`src/hdl/triangle_edge_dedup_table_defines.svh`:
```
// Assertion macros shared by the edge table design.
`ifndef TRIANGLE_EDGE_DEDUP_TABLE_DEFINES_SVH
`define TRIANGLE_EDGE_DEDUP_TABLE_DEFINES_SVH

// A condition that holds at every clock edge out of reset.
`define TEDT_ASSERT_ALWAYS(label, clk, rstn, cond, msg) \
    label: assert property (@(posedge clk) disable iff (!(rstn)) (cond)) else $error(msg);

// A condition that implies another one in the same cycle.
`define TEDT_ASSERT_IMPLIES(label, clk, rstn, ante, cons, msg) \
    label: assert property (@(posedge clk) disable iff (!(rstn)) (ante) |-> (cons)) \
        else $error(msg);

// A condition that implies another one in the following cycle.
`define TEDT_ASSERT_NEXT(label, clk, rstn, ante, cons, msg) \
    label: assert property (@(posedge clk) disable iff (!(rstn)) (ante) |=> (cons)) \
        else $error(msg);

`endif

```
`src/hdl/tedt_pkg.sv`:
```
// Shared types and constants of the triangle edge table.
package tedt_pkg;

    localparam int MAX_EDGES = 4096;
    localparam int IDX_W     = $clog2(MAX_EDGES);
    localparam int CNT_W     = IDX_W + 1;
    localparam int POINT_W   = 16;
    localparam int ENTRY_W   = 2 * POINT_W;
    localparam int CMD_W     = 2;

    typedef enum logic [CMD_W-1:0] {
        CMD_ADD   = 2'd0,
        CMD_CLEAR = 2'd1,
        CMD_READ  = 2'd2
    } cmd_t;

    typedef enum logic [2:0] {
        ST_IDLE,
        ST_SCAN,
        ST_APPEND,
        ST_READ,
        ST_READ_DATA,
        ST_DONE
    } state_t;

    typedef struct packed {
        logic               rd_en;
        logic [IDX_W-1:0]   rd_addr;
        logic               wr_en;
        logic [IDX_W-1:0]   wr_addr;
        logic [ENTRY_W-1:0] wr_data;
    } mem_req_t;

    typedef struct packed {
        logic [IDX_W-1:0]   edge_ab;
        logic [IDX_W-1:0]   edge_bc;
        logic [IDX_W-1:0]   edge_ca;
        logic [CNT_W-1:0]   edge_total;
        logic               table_full;
        logic [POINT_W-1:0] entry_start;
        logic [POINT_W-1:0] entry_end;
    } res_t;

endpackage

```
`src/hdl/tedt_ctrl.sv`:
```
// Sequencer that scans, appends, clears and reads the edge table.
module tedt_ctrl (
    input  logic                              aclk,
    input  logic                              aresetn,
    input  logic                              in_valid,
    output logic                              in_ready,
    input  logic [tedt_pkg::CMD_W-1:0]        in_command,
    input  logic [tedt_pkg::POINT_W-1:0]      in_point_a,
    input  logic [tedt_pkg::POINT_W-1:0]      in_point_b,
    input  logic [tedt_pkg::POINT_W-1:0]      in_point_c,
    input  logic [tedt_pkg::IDX_W-1:0]        in_read_index,
    output tedt_pkg::mem_req_t                mem_req,
    input  logic [tedt_pkg::ENTRY_W-1:0]      mem_rd_data,
    output logic                              res_valid,
    input  logic                              res_ready,
    output tedt_pkg::res_t                    res
);

    localparam logic [tedt_pkg::CNT_W-1:0] COUNT_MAX = tedt_pkg::CNT_W'(tedt_pkg::MAX_EDGES);

    tedt_pkg::state_t state_reg, state_next;

    logic [tedt_pkg::POINT_W-1:0] a_reg, a_next;
    logic [tedt_pkg::POINT_W-1:0] b_reg, b_next;
    logic [tedt_pkg::POINT_W-1:0] c_reg, c_next;
    logic [tedt_pkg::IDX_W-1:0]   ridx_reg, ridx_next;
    logic [tedt_pkg::CNT_W-1:0]   count_reg, count_next;
    logic [tedt_pkg::CNT_W-1:0]   scan_ptr_reg, scan_ptr_next;
    logic                         cmp_valid_reg, cmp_valid_next;
    logic [tedt_pkg::IDX_W-1:0]   cmp_idx_reg, cmp_idx_next;
    logic [2:0]                   found_reg, found_next;
    logic [2:0][tedt_pkg::IDX_W-1:0] slot_reg, slot_next;
    logic                         full_reg, full_next;
    logic [1:0]                   step_reg, step_next;
    logic                         rd_ok_reg, rd_ok_next;
    logic [tedt_pkg::POINT_W-1:0] rs_reg, rs_next;
    logic [tedt_pkg::POINT_W-1:0] re_reg, re_next;

    logic [2:0]                      found_upd;
    logic [2:0][tedt_pkg::IDX_W-1:0] slot_upd;
    logic                            scan_issue;
    logic [tedt_pkg::POINT_W-1:0]    rd_start, rd_end;
    logic                            accept;

    assign rd_start = mem_rd_data[tedt_pkg::ENTRY_W-1:tedt_pkg::POINT_W];
    assign rd_end   = mem_rd_data[tedt_pkg::POINT_W-1:0];
    assign accept   = in_valid && in_ready;

    // Compare the entry read last cycle; later tests in one entry override earlier ones.
    always_comb begin
        found_upd = found_reg;
        slot_upd  = slot_reg;
        if (cmp_valid_reg) begin
            if (rd_start == a_reg) begin
                if (rd_end == b_reg) begin
                    slot_upd[0] = cmp_idx_reg;
                    found_upd[0] = 1'b1;
                end else if (rd_end == c_reg) begin
                    slot_upd[2] = cmp_idx_reg;
                    found_upd[2] = 1'b1;
                end
            end
            if (rd_start == b_reg) begin
                if (rd_end == a_reg) begin
                    slot_upd[0] = cmp_idx_reg;
                    found_upd[0] = 1'b1;
                end else if (rd_end == c_reg) begin
                    slot_upd[1] = cmp_idx_reg;
                    found_upd[1] = 1'b1;
                end
            end
            if (rd_start == c_reg) begin
                if (rd_end == b_reg) begin
                    slot_upd[1] = cmp_idx_reg;
                    found_upd[1] = 1'b1;
                end else if (rd_end == a_reg) begin
                    slot_upd[2] = cmp_idx_reg;
                    found_upd[2] = 1'b1;
                end
            end
        end
        scan_issue = (scan_ptr_reg < count_reg) && !(&found_upd);
    end

    // Next state.
    always_comb begin
        state_next = state_reg;
        case (state_reg)
            tedt_pkg::ST_IDLE: begin
                if (accept) begin
                    case (in_command)
                        tedt_pkg::CMD_ADD:  state_next = tedt_pkg::ST_SCAN;
                        tedt_pkg::CMD_READ: state_next = tedt_pkg::ST_READ;
                        default:            state_next = tedt_pkg::ST_DONE;
                    endcase
                end
            end
            tedt_pkg::ST_SCAN: begin
                if (!scan_issue) begin
                    state_next = tedt_pkg::ST_APPEND;
                end
            end
            tedt_pkg::ST_APPEND: begin
                if (step_reg == 2'd2) begin
                    state_next = tedt_pkg::ST_DONE;
                end
            end
            tedt_pkg::ST_READ:      state_next = tedt_pkg::ST_READ_DATA;
            tedt_pkg::ST_READ_DATA: state_next = tedt_pkg::ST_DONE;
            tedt_pkg::ST_DONE: begin
                if (res_ready) begin
                    state_next = tedt_pkg::ST_IDLE;
                end
            end
            default: state_next = tedt_pkg::ST_IDLE;
        endcase
    end

    // Datapath and outputs.
    always_comb begin
        a_next         = a_reg;
        b_next         = b_reg;
        c_next         = c_reg;
        ridx_next      = ridx_reg;
        count_next     = count_reg;
        scan_ptr_next  = scan_ptr_reg;
        cmp_valid_next = 1'b0;
        cmp_idx_next   = cmp_idx_reg;
        found_next     = found_reg;
        slot_next      = slot_reg;
        full_next      = full_reg;
        step_next      = step_reg;
        rd_ok_next     = rd_ok_reg;
        rs_next        = rs_reg;
        re_next        = re_reg;
        mem_req        = '0;
        in_ready       = 1'b0;
        res_valid      = 1'b0;

        case (state_reg)
            tedt_pkg::ST_IDLE: begin
                in_ready = 1'b1;
                if (accept) begin
                    a_next        = in_point_a;
                    b_next        = in_point_b;
                    c_next        = in_point_c;
                    ridx_next     = in_read_index;
                    scan_ptr_next = '0;
                    found_next    = '0;
                    slot_next     = '0;
                    full_next     = 1'b0;
                    step_next     = '0;
                    rs_next       = '0;
                    re_next       = '0;
                    if (in_command == tedt_pkg::CMD_CLEAR) begin
                        count_next = '0;
                    end
                end
            end
            tedt_pkg::ST_SCAN: begin
                found_next = found_upd;
                slot_next  = slot_upd;
                if (scan_issue) begin
                    mem_req.rd_en  = 1'b1;
                    mem_req.rd_addr = scan_ptr_reg[tedt_pkg::IDX_W-1:0];
                    cmp_valid_next = 1'b1;
                    cmp_idx_next   = scan_ptr_reg[tedt_pkg::IDX_W-1:0];
                    scan_ptr_next  = scan_ptr_reg + 1'b1;
                end
            end
            tedt_pkg::ST_APPEND: begin
                step_next = step_reg + 1'b1;
                if (!found_reg[step_reg]) begin
                    if (count_reg < COUNT_MAX) begin
                        mem_req.wr_en   = 1'b1;
                        mem_req.wr_addr = count_reg[tedt_pkg::IDX_W-1:0];
                        case (step_reg)
                            2'd0:    mem_req.wr_data = {a_reg, b_reg};
                            2'd1:    mem_req.wr_data = {b_reg, c_reg};
                            default: mem_req.wr_data = {c_reg, a_reg};
                        endcase
                        slot_next[step_reg] = count_reg[tedt_pkg::IDX_W-1:0];
                        count_next = count_reg + 1'b1;
                    end else begin
                        full_next = 1'b1;
                    end
                end
            end
            tedt_pkg::ST_READ: begin
                rd_ok_next      = {1'b0, ridx_reg} < count_reg;
                mem_req.rd_en   = 1'b1;
                mem_req.rd_addr = ridx_reg;
            end
            tedt_pkg::ST_READ_DATA: begin
                if (rd_ok_reg) begin
                    rs_next = rd_start;
                    re_next = rd_end;
                end
            end
            tedt_pkg::ST_DONE: begin
                res_valid = 1'b1;
            end
            default: begin
            end
        endcase

        res.edge_ab     = slot_reg[0];
        res.edge_bc     = slot_reg[1];
        res.edge_ca     = slot_reg[2];
        res.edge_total  = count_reg;
        res.table_full  = full_reg;
        res.entry_start = rs_reg;
        res.entry_end   = re_reg;
    end

    always_ff @(posedge aclk) begin
        if (!aresetn) begin
            state_reg     <= tedt_pkg::ST_IDLE;
            count_reg     <= '0;
            cmp_valid_reg <= 1'b0;
            step_reg      <= '0;
        end else begin
            state_reg     <= state_next;
            count_reg     <= count_next;
            cmp_valid_reg <= cmp_valid_next;
            step_reg      <= step_next;
        end
    end

    always_ff @(posedge aclk) begin
        a_reg        <= a_next;
        b_reg        <= b_next;
        c_reg        <= c_next;
        ridx_reg     <= ridx_next;
        scan_ptr_reg <= scan_ptr_next;
        cmp_idx_reg  <= cmp_idx_next;
        found_reg    <= found_next;
        slot_reg     <= slot_next;
        full_reg     <= full_next;
        rd_ok_reg    <= rd_ok_next;
        rs_reg       <= rs_next;
        re_reg       <= re_next;
    end

endmodule

```
`config.mk`:
```
export PLATFORM = sky130hd
export DESIGN_NAME = tedt_ctrl
export DESIGN_NICKNAME = d
export VERILOG_FILES = /design/src/hdl/triangle_edge_dedup_table_defines.svh /design/src/hdl/tedt_pkg.sv /design/src/hdl/tedt_ctrl.sv
export SDC_FILE = /design/constraint.sdc
export NUM_CORES = 1
export LEC_CHECK = 0
export ABC_AREA = 1
export BUFFER_PORTS_ARGS = -buffer_cell sky130_fd_sc_hd__buf_2
export CAP_MARGIN = 15
export CORE_MARGIN = 4
export CORE_UTILIZATION = 60
export CTS_CLUSTER_DIAMETER = 100
export CTS_CLUSTER_SIZE = 12
export DETAILED_ROUTE_END_ITERATION = 10
export GPL_TIMING_DRIVEN = 0
export PLACE_DENSITY = 0.87
export SLEW_MARGIN = 10
export SYNTH_ARGS = -nofsm -noshare
export SYNTH_HDL_FRONTEND = slang
export SYNTH_SLANG_ARGS = --single-unit
```
`constraint.sdc`:
```
create_clock -name aclk -period 8.4 [get_ports aclk]
set_input_delay 0.84 -clock aclk [delete_from_list [all_inputs] [get_ports aclk]]
set_output_delay 0.84 -clock aclk [all_outputs]
set_load 0.02 [all_outputs]
```
==> results.sh, run 1 <==
export IMPL_path_clk_slew_ps=80
export IMPL_numCtsBuffers=17
export IMPL_finalSetupViolCount=0
export IMPL_hold_viol_final=0
export IMPL_cap_violations=0
export IMPL_synth_edf_count=158
export IMPL_cts_resized=0
export IMPL_drtPass1Iterations=6
export IMPL_design_area_sq_mm=0.0131
export IMPL_max_stage_delay_ps=360
export IMPL_antenna_found_initial=1
export IMPL_holdPathStages=0
export IMPL_root_buffer="clkbuf_16"
export IMPL_startpoint_type="register"
export IMPL_io_pins=240
export IMPL_ys_warn_count=0
export IMPL_comb_power_share_pct=45.4
export IMPL_synth_cells=1403
export IMPL_worstPathArrival_ps=3290
export IMPL_grt_overflow=0
export IMPL_rsz0062_at_grt="no"
export IMPL_max_freq_mhz=242
export IMPL_layout_area_seq_sq_mm=0.00512
export IMPL_power_density_mw_per_mm2=344
export IMPL_vdd_drop_max_uv=244
export IMPL_reg2reg_to="scan_ptr_reg[8]"
export IMPL_finalPower_mw=4.52
export IMPL_multi_input_area_sq_mm=0.00498
export IMPL_layout_common_cells="470 x nand2_1, 246 x buf_2, 158 x edfxtp_1, 151 x inv_1, 136 x nor2_1"
export IMPL_ys_top_cells_by_area="edfxtp_1 43%, nand2_1 16%, inv_1 5.2%, nor2_1 4.7%, o21ai_0 3.7%"
export IMPL_ys_async_sr_fraction_pct=0
export IMPL_synth_top_area_cell="edfxtp_1"
export IMPL_synth_cell_type_count=45
export IMPL_grt_pass1_wl_microns=56100
export IMPL_wirelength_microns=36500
export IMPL_synth_area_sq_mm=0.0110
export IMPL_reg2reg_from="b_reg[2]"
export IMPL_status="finished, final reports clean"
export IMPL_fp_dieW_microns=143
export IMPL_fill_cells=1434
export IMPL_cp_top_family="buffers and inverters"
export IMPL_ys_seq_area_share_pct=46.7
export IMPL_fin_worst_skew_ps=15.3
export IMPL_post_drt_wl_per_cell_microns=19.1
export IMPL_yosysTopAreaCellShare_pct=43.3
export IMPL_power_switching_mw=2.07
export IMPL_route_detailed_drc=0
export IMPL_synth_flop_cell="edfxtp_1"
export IMPL_crit_type="register to primary output"
export IMPL_drtAntennaViolNets=0
export IMPL_die_area_sq_mm=0.0205
export IMPL_holdCritStartpoint="scan_ptr_reg[3]"
export IMPL_grt_max_degree=29
export IMPL_rows=49
export IMPL_drt_vias_per_instance=5.86
export IMPL_dpl_cell_area_sq_mm=0.0126
export IMPL_crit_fanout=13
export IMPL_ctsHoldBuffers=0
export IMPL_worst_pin_slew_ps=776
export IMPL_clk_latency_ps=450
export IMPL_largest_reg_flops=36
export IMPL_cp_slowest_cell="dfxtp_1"
export IMPL_hpwl_microns=27700
export IMPL_clk_path_buf_depth=2
export IMPL_slew_violations=0
export IMPL_layout_drive_gt1_share_pct=19.8
export IMPL_swShare_pct=45.8
export IMPL_required_ps=7560
export IMPL_portBuffers=239
export IMPL_h_tree_depth=4
export IMPL_holdPathEnd="cmp_idx_reg[3]"
export IMPL_fin_crit_sh_pct=49.2
export IMPL_end_kind="primary output"
export IMPL_drt_initial_drc_count=1495
export IMPL_crit_buf_inv=4
export IMPL_fin_crit_ps=4130
export IMPL_syn2layout_area_growth_pct=19.8
export IMPL_slew_headroom_pct=48.2
export IMPL_cts_tree="done"
export IMPL_setup_tns_ps=0
export IMPL_avgSynthCellArea_sq_um=7.82
export IMPL_cts_setup_buffers=0
export IMPL_synth_nets=1529
export IMPL_start_util_pct=61.1
export IMPL_leakage_nw=6.04
export IMPL_r2r_setup_slack_ps=5190
export IMPL_die_y_microns=143
export IMPL_gp_congestion=0.987
export IMPL_via_count=11197
export IMPL_track_usage_pct=35.4
export IMPL_min_path_type="register to register"
export IMPL_r2r_worst_path_cells=13
export IMPL_p_int_mw=2.45
export IMPL_setup_worst_path_start="count_reg[6]"
export IMPL_clock_power_share_pct=17.6
export IMPL_ys_seq_elements=177
export IMPL_path_cells="clkbuf_1 > inv_1 > ha_1 > a21oi_1 > nor3_1 > a211oi_1 > a21oi_1 > nor2_1 > nand2_4 > inv_2 > nand2_1 > nand2_1 > buf_2"
export IMPL_first_global_vias=10587
export IMPL_coreArea_sq_mm=0.0180
export IMPL_seqPwrFrac_pct=37.1
export IMPL_fin_nets=1793
export IMPL_final_common_cell="nand2_1"
export IMPL_clock_sinks=177
## Yosys cell counts, types with 16 or more instances
master / number
a21oi_1: 69
a221oi_1: 16
clkbuf_1: 44
dfxtp_1: 19
edfxtp_1: 158
ha_1: 28
inv_1: 151
inv_2: 19
nand2_1: 470
nor2_1: 138
o211ai_1: 36
o21ai_0: 82
o22ai_1: 26
xnor2_1: 46
## metrics by stage
| step | util [%] | worst slack (ps) | hold WS [ps] | std cells |
|---|---|---|---|---|
| after floorplan | - | 3790 | 454 | 1403 |
| after global placement | 69.3 | 2280 | 496 | 1871 |
| after detailed placement | 69.9 | 4460 | 495 | 1877 |
| after CTS | 73.1 | 4350 | 515 | 1909 |
| after global routing | 73.1 | 4070 | 545 | 1910 |
| final | 73.1 | 4270 | 509 | 1910 |
## power groups by stage
stage | registers, mW | logic (mW) | clock network, mW
2_1_floorplan | 1.85 | 1.09 | 0
3_3_place_gp | 1.70 | 1.87 | 0
3_5_place_dp | 1.68 | 2.00 | 0
4_1_cts | 1.66 | 2.02 | 0.790
5_1_grt | 1.70 | 2.24 | 0.830
6_report | 1.67 | 2.05 | 0.795
## worst max path at each step
| stage | to | slack [ps] | depth (start not counted) |
|---|---|---|---|
| floorplan | scan_ptr_reg[0] | 3790 | 7 |
| global placement | scan_ptr_reg[1] | 2280 | 5 |
| detailed placement | mem_req[53] | 4460 | 16 |
| CTS | mem_req[53] | 4350 | 13 |
| global route | mem_req[53] | 4070 | 16 |
| finish | mem_req[53] | 4270 | 13 |
## per-layer routing
layer	wire (microns)	GRT usage, %
met1	14400	48.8
met2	16600	56.3
met3	4060	5.66
met4	1430	14.3
met5	0	0
## worst reg2reg max path: stages (launching register included)
cell      delay (ps)
edfxtp_1         480
xnor2_1          340
nand2_1          100
nor2_1           180
nand2_1           80
nor2_1           330
nand3_1          230
nand2_1          170
nand2_1           90
nand2_1           80
nand3_2          110
nand2_4          160
buf_6            170
nand2_1          330
## logic make-up after synthesis
kind of cell	Yosys count	share of synthesized area [%]
AO/OA/AOI/OAI	246	13.2
XOR/XNOR	51	4.07
adder cells (fa/ha/maj)	28	3.19
buffers and inverters	228	8.01
flip-flops	177	46.7
AND/OR/NAND/NOR	673	24.8
## final cells by class
type | count | area share [%]
plain buffers | 55 | 1.72
clock buffers | 19 | 3.30
clock inverters | 13 | 1.07
multi-input cells | 998 | 37.9
well taps | 229 | 2.18
repair buffers | 245 | 9.79
diodes | 1 | 0.0191
flip-flops and latches | 177 | 39.0
inverters | 173 | 4.96
Note: power is estimated with default switching activity, not from simulation.
==> run 2, diff against run 1 <==
--- a/config.mk
+++ b/config.mk
@@ -9,12 +9,12 @@
 export BUFFER_PORTS_ARGS = -buffer_cell sky130_fd_sc_hd__buf_2
 export CAP_MARGIN = 15
 export CORE_MARGIN = 4
-export CORE_UTILIZATION = 60
+export CORE_UTILIZATION = 56
 export CTS_CLUSTER_DIAMETER = 100
 export CTS_CLUSTER_SIZE = 12
 export DETAILED_ROUTE_END_ITERATION = 10
 export GPL_TIMING_DRIVEN = 0
-export PLACE_DENSITY = 0.87
+export PLACE_DENSITY = 0.82
 export SLEW_MARGIN = 10
 export SYNTH_ARGS = -nofsm -noshare
 export SYNTH_HDL_FRONTEND = slang
==> constraint.sdc (replaced) <==
create_clock -name aclk -period 4 [get_ports aclk]
set_input_delay 0.4 -clock aclk [delete_from_list [all_inputs] [get_ports aclk]]
set_output_delay 0.4 -clock aclk [all_outputs]
set_load 0.02 [all_outputs]
==> results.sh, run 2 (synthesis gave the netlist of run 1 again) <==
export IMPL_finalSetupViolCount=0
export IMPL_coreArea_sq_mm=0.0190
export IMPL_fin_crit_ps=3650
export IMPL_layout_common_cells="470 x nand2_1, 246 x buf_2, 158 x edfxtp_1, 151 x inv_1, 136 x nor2_1"
export IMPL_portBuffers=239
export IMPL_wirelength_microns=35100
export IMPL_grt_pass1_wl_microns=54500
export IMPL_root_buffer="clkbuf_16"
export IMPL_drt_vias_per_instance=5.60
export IMPL_top_layer="met4"
export IMPL_min_path_type="input pin to register"
export IMPL_numCtsBuffers=17
export IMPL_antenna_found_initial=2
export IMPL_cts_resized=0
export IMPL_syn2layout_area_growth_pct=20.7
export IMPL_status="finished, final reports clean"
export IMPL_ctsHoldBuffers=0
export IMPL_holdCritStartpoint="in_point_b[13]"
export IMPL_drt_initial_drc_count=1161
export IMPL_gp_congestion=0.983
export IMPL_grt_overflow=0
export IMPL_fin_ws_ps=353
export IMPL_p_int_mw=5.18
export IMPL_largest_reg_flops=36
export IMPL_reg2reg_to="scan_ptr_reg[10]"
export IMPL_post_drt_wl_per_cell_microns=18.1
export IMPL_via_count=10879
export IMPL_r2r_setup_slack_ps=820
export IMPL_power_switching_mw=4.35
export IMPL_comb_power_share_pct=45.0
export IMPL_rsz0062_at_grt="no"
export IMPL_io_pins=240
export IMPL_crit_fanout=13
export IMPL_drtAntennaViolNets=0
export IMPL_layout_drive_gt1_share_pct=19.9
export IMPL_h_tree_depth=4
export IMPL_leakage_nw=6.07
export IMPL_max_freq_mhz=274
export IMPL_seqPwrFrac_pct=36.6
export IMPL_cts_setup_buffers=0
export IMPL_die_y_microns=148
export IMPL_track_usage_pct=31.7
export IMPL_hpwl_microns=27100
export IMPL_holdPathStages=1
export IMPL_cap_violations=0
export IMPL_setup_tns_ps=0
export IMPL_slew_headroom_pct=46.7
export IMPL_swShare_pct=45.7
export IMPL_clock_power_share_pct=18.3
export IMPL_final_common_cell="nand2_1"
export IMPL_holdPathEnd="b_reg[13]"
export IMPL_startpoint_type="register"
export IMPL_clk_path_buf_depth=2
export IMPL_pre_cts_slack_ps=893
export IMPL_route_detailed_drc=0
export IMPL_fin_nets=1793
export IMPL_hold_slack_ps=116
export IMPL_slew_violations=0
export IMPL_clock_sinks=177
export IMPL_hold_viol_final=0
export IMPL_r2r_worst_path_cells=13
export IMPL_wl_met3_microns=3690
export IMPL_die_area_sq_mm=0.0219
export IMPL_fin_worst_skew_ps=17.8
export IMPL_crit_type="register to primary output"
export IMPL_rows=50
export IMPL_vdd_drop_max_uv=406
export IMPL_required_ps=3600
export IMPL_fp_dieW_microns=148
export IMPL_end_kind="primary output"
export IMPL_power_density_mw_per_mm2=720
export IMPL_cts_tree="done"
export IMPL_reg2reg_from="b_reg[2]"
export IMPL_start_util_pct=57.9
export IMPL_grt_max_degree=35
export IMPL_drtPass1Iterations=6
export IMPL_wl_met2_microns=15800
export IMPL_worst_pin_slew_ps=800
export IMPL_worstPathArrival_ps=3250
export IMPL_fin_crit_sh_pct=91.2
export IMPL_met1Wirelength_microns=14600
export IMPL_clk_latency_ps=460
export IMPL_path_clk_slew_ps=80
export IMPL_first_global_vias=10219
run 2: changes by cell type in the layout (fill, tap and decap cells not counted), sizes merged:
cell,change
clkinv,+3
clkbuf,-2
diode,+1
inv,-1
run 2: area by class of cell:
type / instances / area [sq um]
Timing Repair Buffer: 245 / 1290
Fill cell: 1571 / 5720
Buffer: 55 / 226
Clock buffer: 17 / 425
Tap cell: 260 / 325
Multi-Input combinational cell: 998 / 4980
Sequential cell: 177 / 5120
Antenna cell: 2 / 5.00
Clock inverter: 15 / 200
Inverter: 173 / 652
run 2: how the worst max path moves through the flow:
stage | from | to | slack [ps] | depth (start not counted)
floorplan | state_reg[2] | res[46] | 80 | 8
global placement | state_reg[2] | res[47] | -980 | 8
detailed placement | mem_rd_data[15] | scan_ptr_reg[2] | 890 | 16
CTS | count_reg[6] | mem_req[53] | 410 | 13
global route | count_reg[6] | mem_req[53] | 180 | 13
finish | b_reg[2] | mem_req[53] | 350 | 15
run 2: worst max-delay path, stage by stage (launching register included):
cell	delay (ps)
edfxtp_1	480
xnor2_1	290
nand2_1	90
nor2_1	170
nand2_1	100
nor2_1	340
nand3_1	230
nand2_1	170
nand2_1	100
nand2_1	90
nand3_2	100
nand2_4	150
inv_2	150
nand2_1	110
nand2_1	70
buf_2	160
run 2: through the flow:
| step | power [mW] | area (sq um) | util [%] | std cells |
|---|---|---|---|---|
| global placement | 7.51 | 12500 | 65.9 | 1902 |
| floorplan | 6.18 | 11000 | - | 1403 |
| finish | 9.53 | 13200 | 69.8 | 1942 |
| global route | 10.1 | 13200 | 69.8 | 1942 |
| detailed placement | 7.72 | 12600 | 66.5 | 1908 |
| CTS | 9.47 | 13200 | 69.8 | 1940 |
run 2: power groups by stage:
stage	clock, mW	combinational (mW)	sequential [mW]
6_report	1.75	4.29	3.49
2_1_floorplan	0	2.30	3.88
3_5_place_dp	0	4.21	3.51
5_1_grt	1.84	4.69	3.55
3_3_place_gp	0	3.97	3.54
4_1_cts	1.75	4.25	3.47
run 2: layer usage:
layer  GRT usage [%]  vias up
met5               0        -
met4            9.98        0
met3            6.77       81
met2            49.4      686
met1            44.8     4950
li1                -     5162
==> run 3, diff against run 2 <==
--- a/config.mk
+++ b/config.mk
@@ -15,6 +15,8 @@
 export DETAILED_ROUTE_END_ITERATION = 10
 export GPL_TIMING_DRIVEN = 0
 export PLACE_DENSITY = 0.82
+export SETUP_SLACK_MARGIN = 0.4
+export SKIP_LAST_GASP = 1
 export SLEW_MARGIN = 10
 export SYNTH_ARGS = -nofsm -noshare
 export SYNTH_HDL_FRONTEND = slang
==> results.sh, run 3 (synthesis gave the netlist of run 1 again) <==
export IMPL_status="finished, final reports clean"
export IMPL_drtPass1Iterations=6
export IMPL_min_path_type="input pin to register"
export IMPL_setup_worst_path_start="count_reg[3]"
export IMPL_coreArea_sq_mm=0.0190
export IMPL_fin_crit_sh_pct=87.3
export IMPL_r2r_setup_slack_ps=950
export IMPL_slew_headroom_pct=40.8
export IMPL_slew_violations=0
export IMPL_track_usage_pct=32.6
export IMPL_cap_violations=0
export IMPL_power_density_mw_per_mm2=720
export IMPL_vdd_drop_max_uv=465
export IMPL_finalSetupViolCount=0
export IMPL_die_area_sq_mm=0.0219
export IMPL_max_freq_mhz=286
export IMPL_start_util_pct=57.9
export IMPL_fin_crit_ps=3490
export IMPL_clock_sinks=177
export IMPL_via_count=10838
export IMPL_die_y_microns=148
export IMPL_holdCritStartpoint="in_read_index[5]"
export IMPL_root_buffer="clkbuf_16"
export IMPL_layout_common_cells="470 x nand2_1, 246 x buf_2, 158 x edfxtp_1, 151 x inv_1, 135 x nor2_1"
export IMPL_fill_cells=1567
export IMPL_crit_type="register to primary output"
export IMPL_fin_nets=1791
export IMPL_syn2layout_area_growth_pct=20.5
export IMPL_hold_viol_final=0
export IMPL_layout_area_seq_sq_mm=0.00512
export IMPL_hpwl_microns=27500
export IMPL_end_kind="primary output"
export IMPL_wirelength_microns=36300
export IMPL_post_drt_wl_per_cell_microns=18.7
export IMPL_fp_dieW_microns=148
export IMPL_grt_pass1_wl_microns=55600
export IMPL_grt_overflow=0
export IMPL_numCtsBuffers=17
export IMPL_cts_tree="done"
export IMPL_leakage_nw=6.07
export IMPL_ctsHoldBuffers=0
export IMPL_finalNonFillerCells=1941
export IMPL_rsz0062_at_grt="yes"
export IMPL_holdPathEnd="ridx_reg[5]"
export IMPL_route_detailed_drc=0
export IMPL_io_pins=240
export IMPL_worstPathArrival_ps=3090
export IMPL_drtAntennaViolNets=0
export IMPL_drt_vias_per_instance=5.58
export IMPL_worst_pin_slew_ps=886
export IMPL_fin_worst_skew_ps=11.4
export IMPL_path_clk_slew_ps=80
export IMPL_crit_fanout=13
export IMPL_gp_congestion=0.949
export IMPL_largest_reg_flops=36
export IMPL_first_global_vias=10335
export IMPL_startpoint_type="register"
export IMPL_place_inst=1906
export IMPL_reg2reg_to="scan_ptr_reg[6]"
export IMPL_r2r_worst_path_cells=15
export IMPL_h_tree_depth=4
export IMPL_final_common_cell="nand2_1"
export IMPL_clk_latency_ps=450
export IMPL_holdPathStages=1
export IMPL_portBuffers=239
export IMPL_required_ps=3600
export IMPL_rows=50
export IMPL_layout_drive_gt1_share_pct=20.1
export IMPL_grt_max_degree=28
export IMPL_antenna_found_initial=3
export IMPL_reg2reg_from="c_reg[14]"
export IMPL_multi_input_area_sq_mm=0.00500
export IMPL_drt_initial_drc_count=1105
export IMPL_hold_slack_ps=121
export IMPL_clk_path_buf_depth=2
## run 3: routing by layer
metal  part of all wire [%]  GRT usage [%]
met4                    2.8           11.1
met5                      0              0
met2                     45           51.1
met1                     42           45.8
met3                     10           6.04
## run 3: stage by stage
stage | TNS, ps | cell area [sq um] | setup WS (ps) | util [%] | power (mW)
after floorplan | 0 | 11000 | 463 | - | 6.17
after global placement | -7180 | 12500 | -523 | 65.9 | 7.52
after detailed placement | 0 | 12600 | 908 | 66.5 | 7.73
after CTS | 0 | 13200 | 428 | 69.6 | 9.44
after global routing | 0 | 13200 | 368 | 69.7 | 10.1
final | 0 | 13200 | 506 | 69.7 | 9.51
## run 3: cell type report
type | instances | share of cell area [%]
sequential | 177 | 38.8
multi-input combinational | 998 | 37.8
timing repair buffer | 243 | 9.73
inverter | 173 | 4.93
clock buffer | 19 | 3.43
tap | 260 | 2.46
buffer | 55 | 1.74
clock inverter | 13 | 1.06
antenna | 3 | 0.0568
## run 3: worst max path at each step
stage / end / cells after the start
CTS: mem_req[53] / 13
detailed placement: scan_ptr_reg[3] / 16
floorplan: scan_ptr_reg[0] / 7
finish: mem_req[53] / 13
global placement: scan_ptr_reg[1] / 7
global route: mem_req[53] / 13
## run 3: power by group
group / total, mW / switching (mW) / internal, mW / leakage, nW
Sequential: 3.50 / 0.503 / 3.00 / 1.69
Combinational: 4.31 / 2.99 / 1.32 / 4.09
Clock: 1.70 / 0.837 / 0.867 / 0.294
## run 3: timing repair
action | 4_1_cts | 5_1_grt
endpoints found under the setup margin | 0 | 29
buffers inserted | 0 | 0
gates resized for setup | 0 | 7
endpoints found under the hold margin | 0 | 0
## run 3: critical path: stages, from the launching register on
cell and delay (ps):
dfxtp_1 320, clkbuf_1 420, inv_1 240, ha_1 370
nand4_1 90, o221ai_1 130, nand2_1 80, a21oi_1 70
nor2_1 210, nand2_4 150, inv_2 250, nand2_1 100
nand2_1 70, buf_2 160
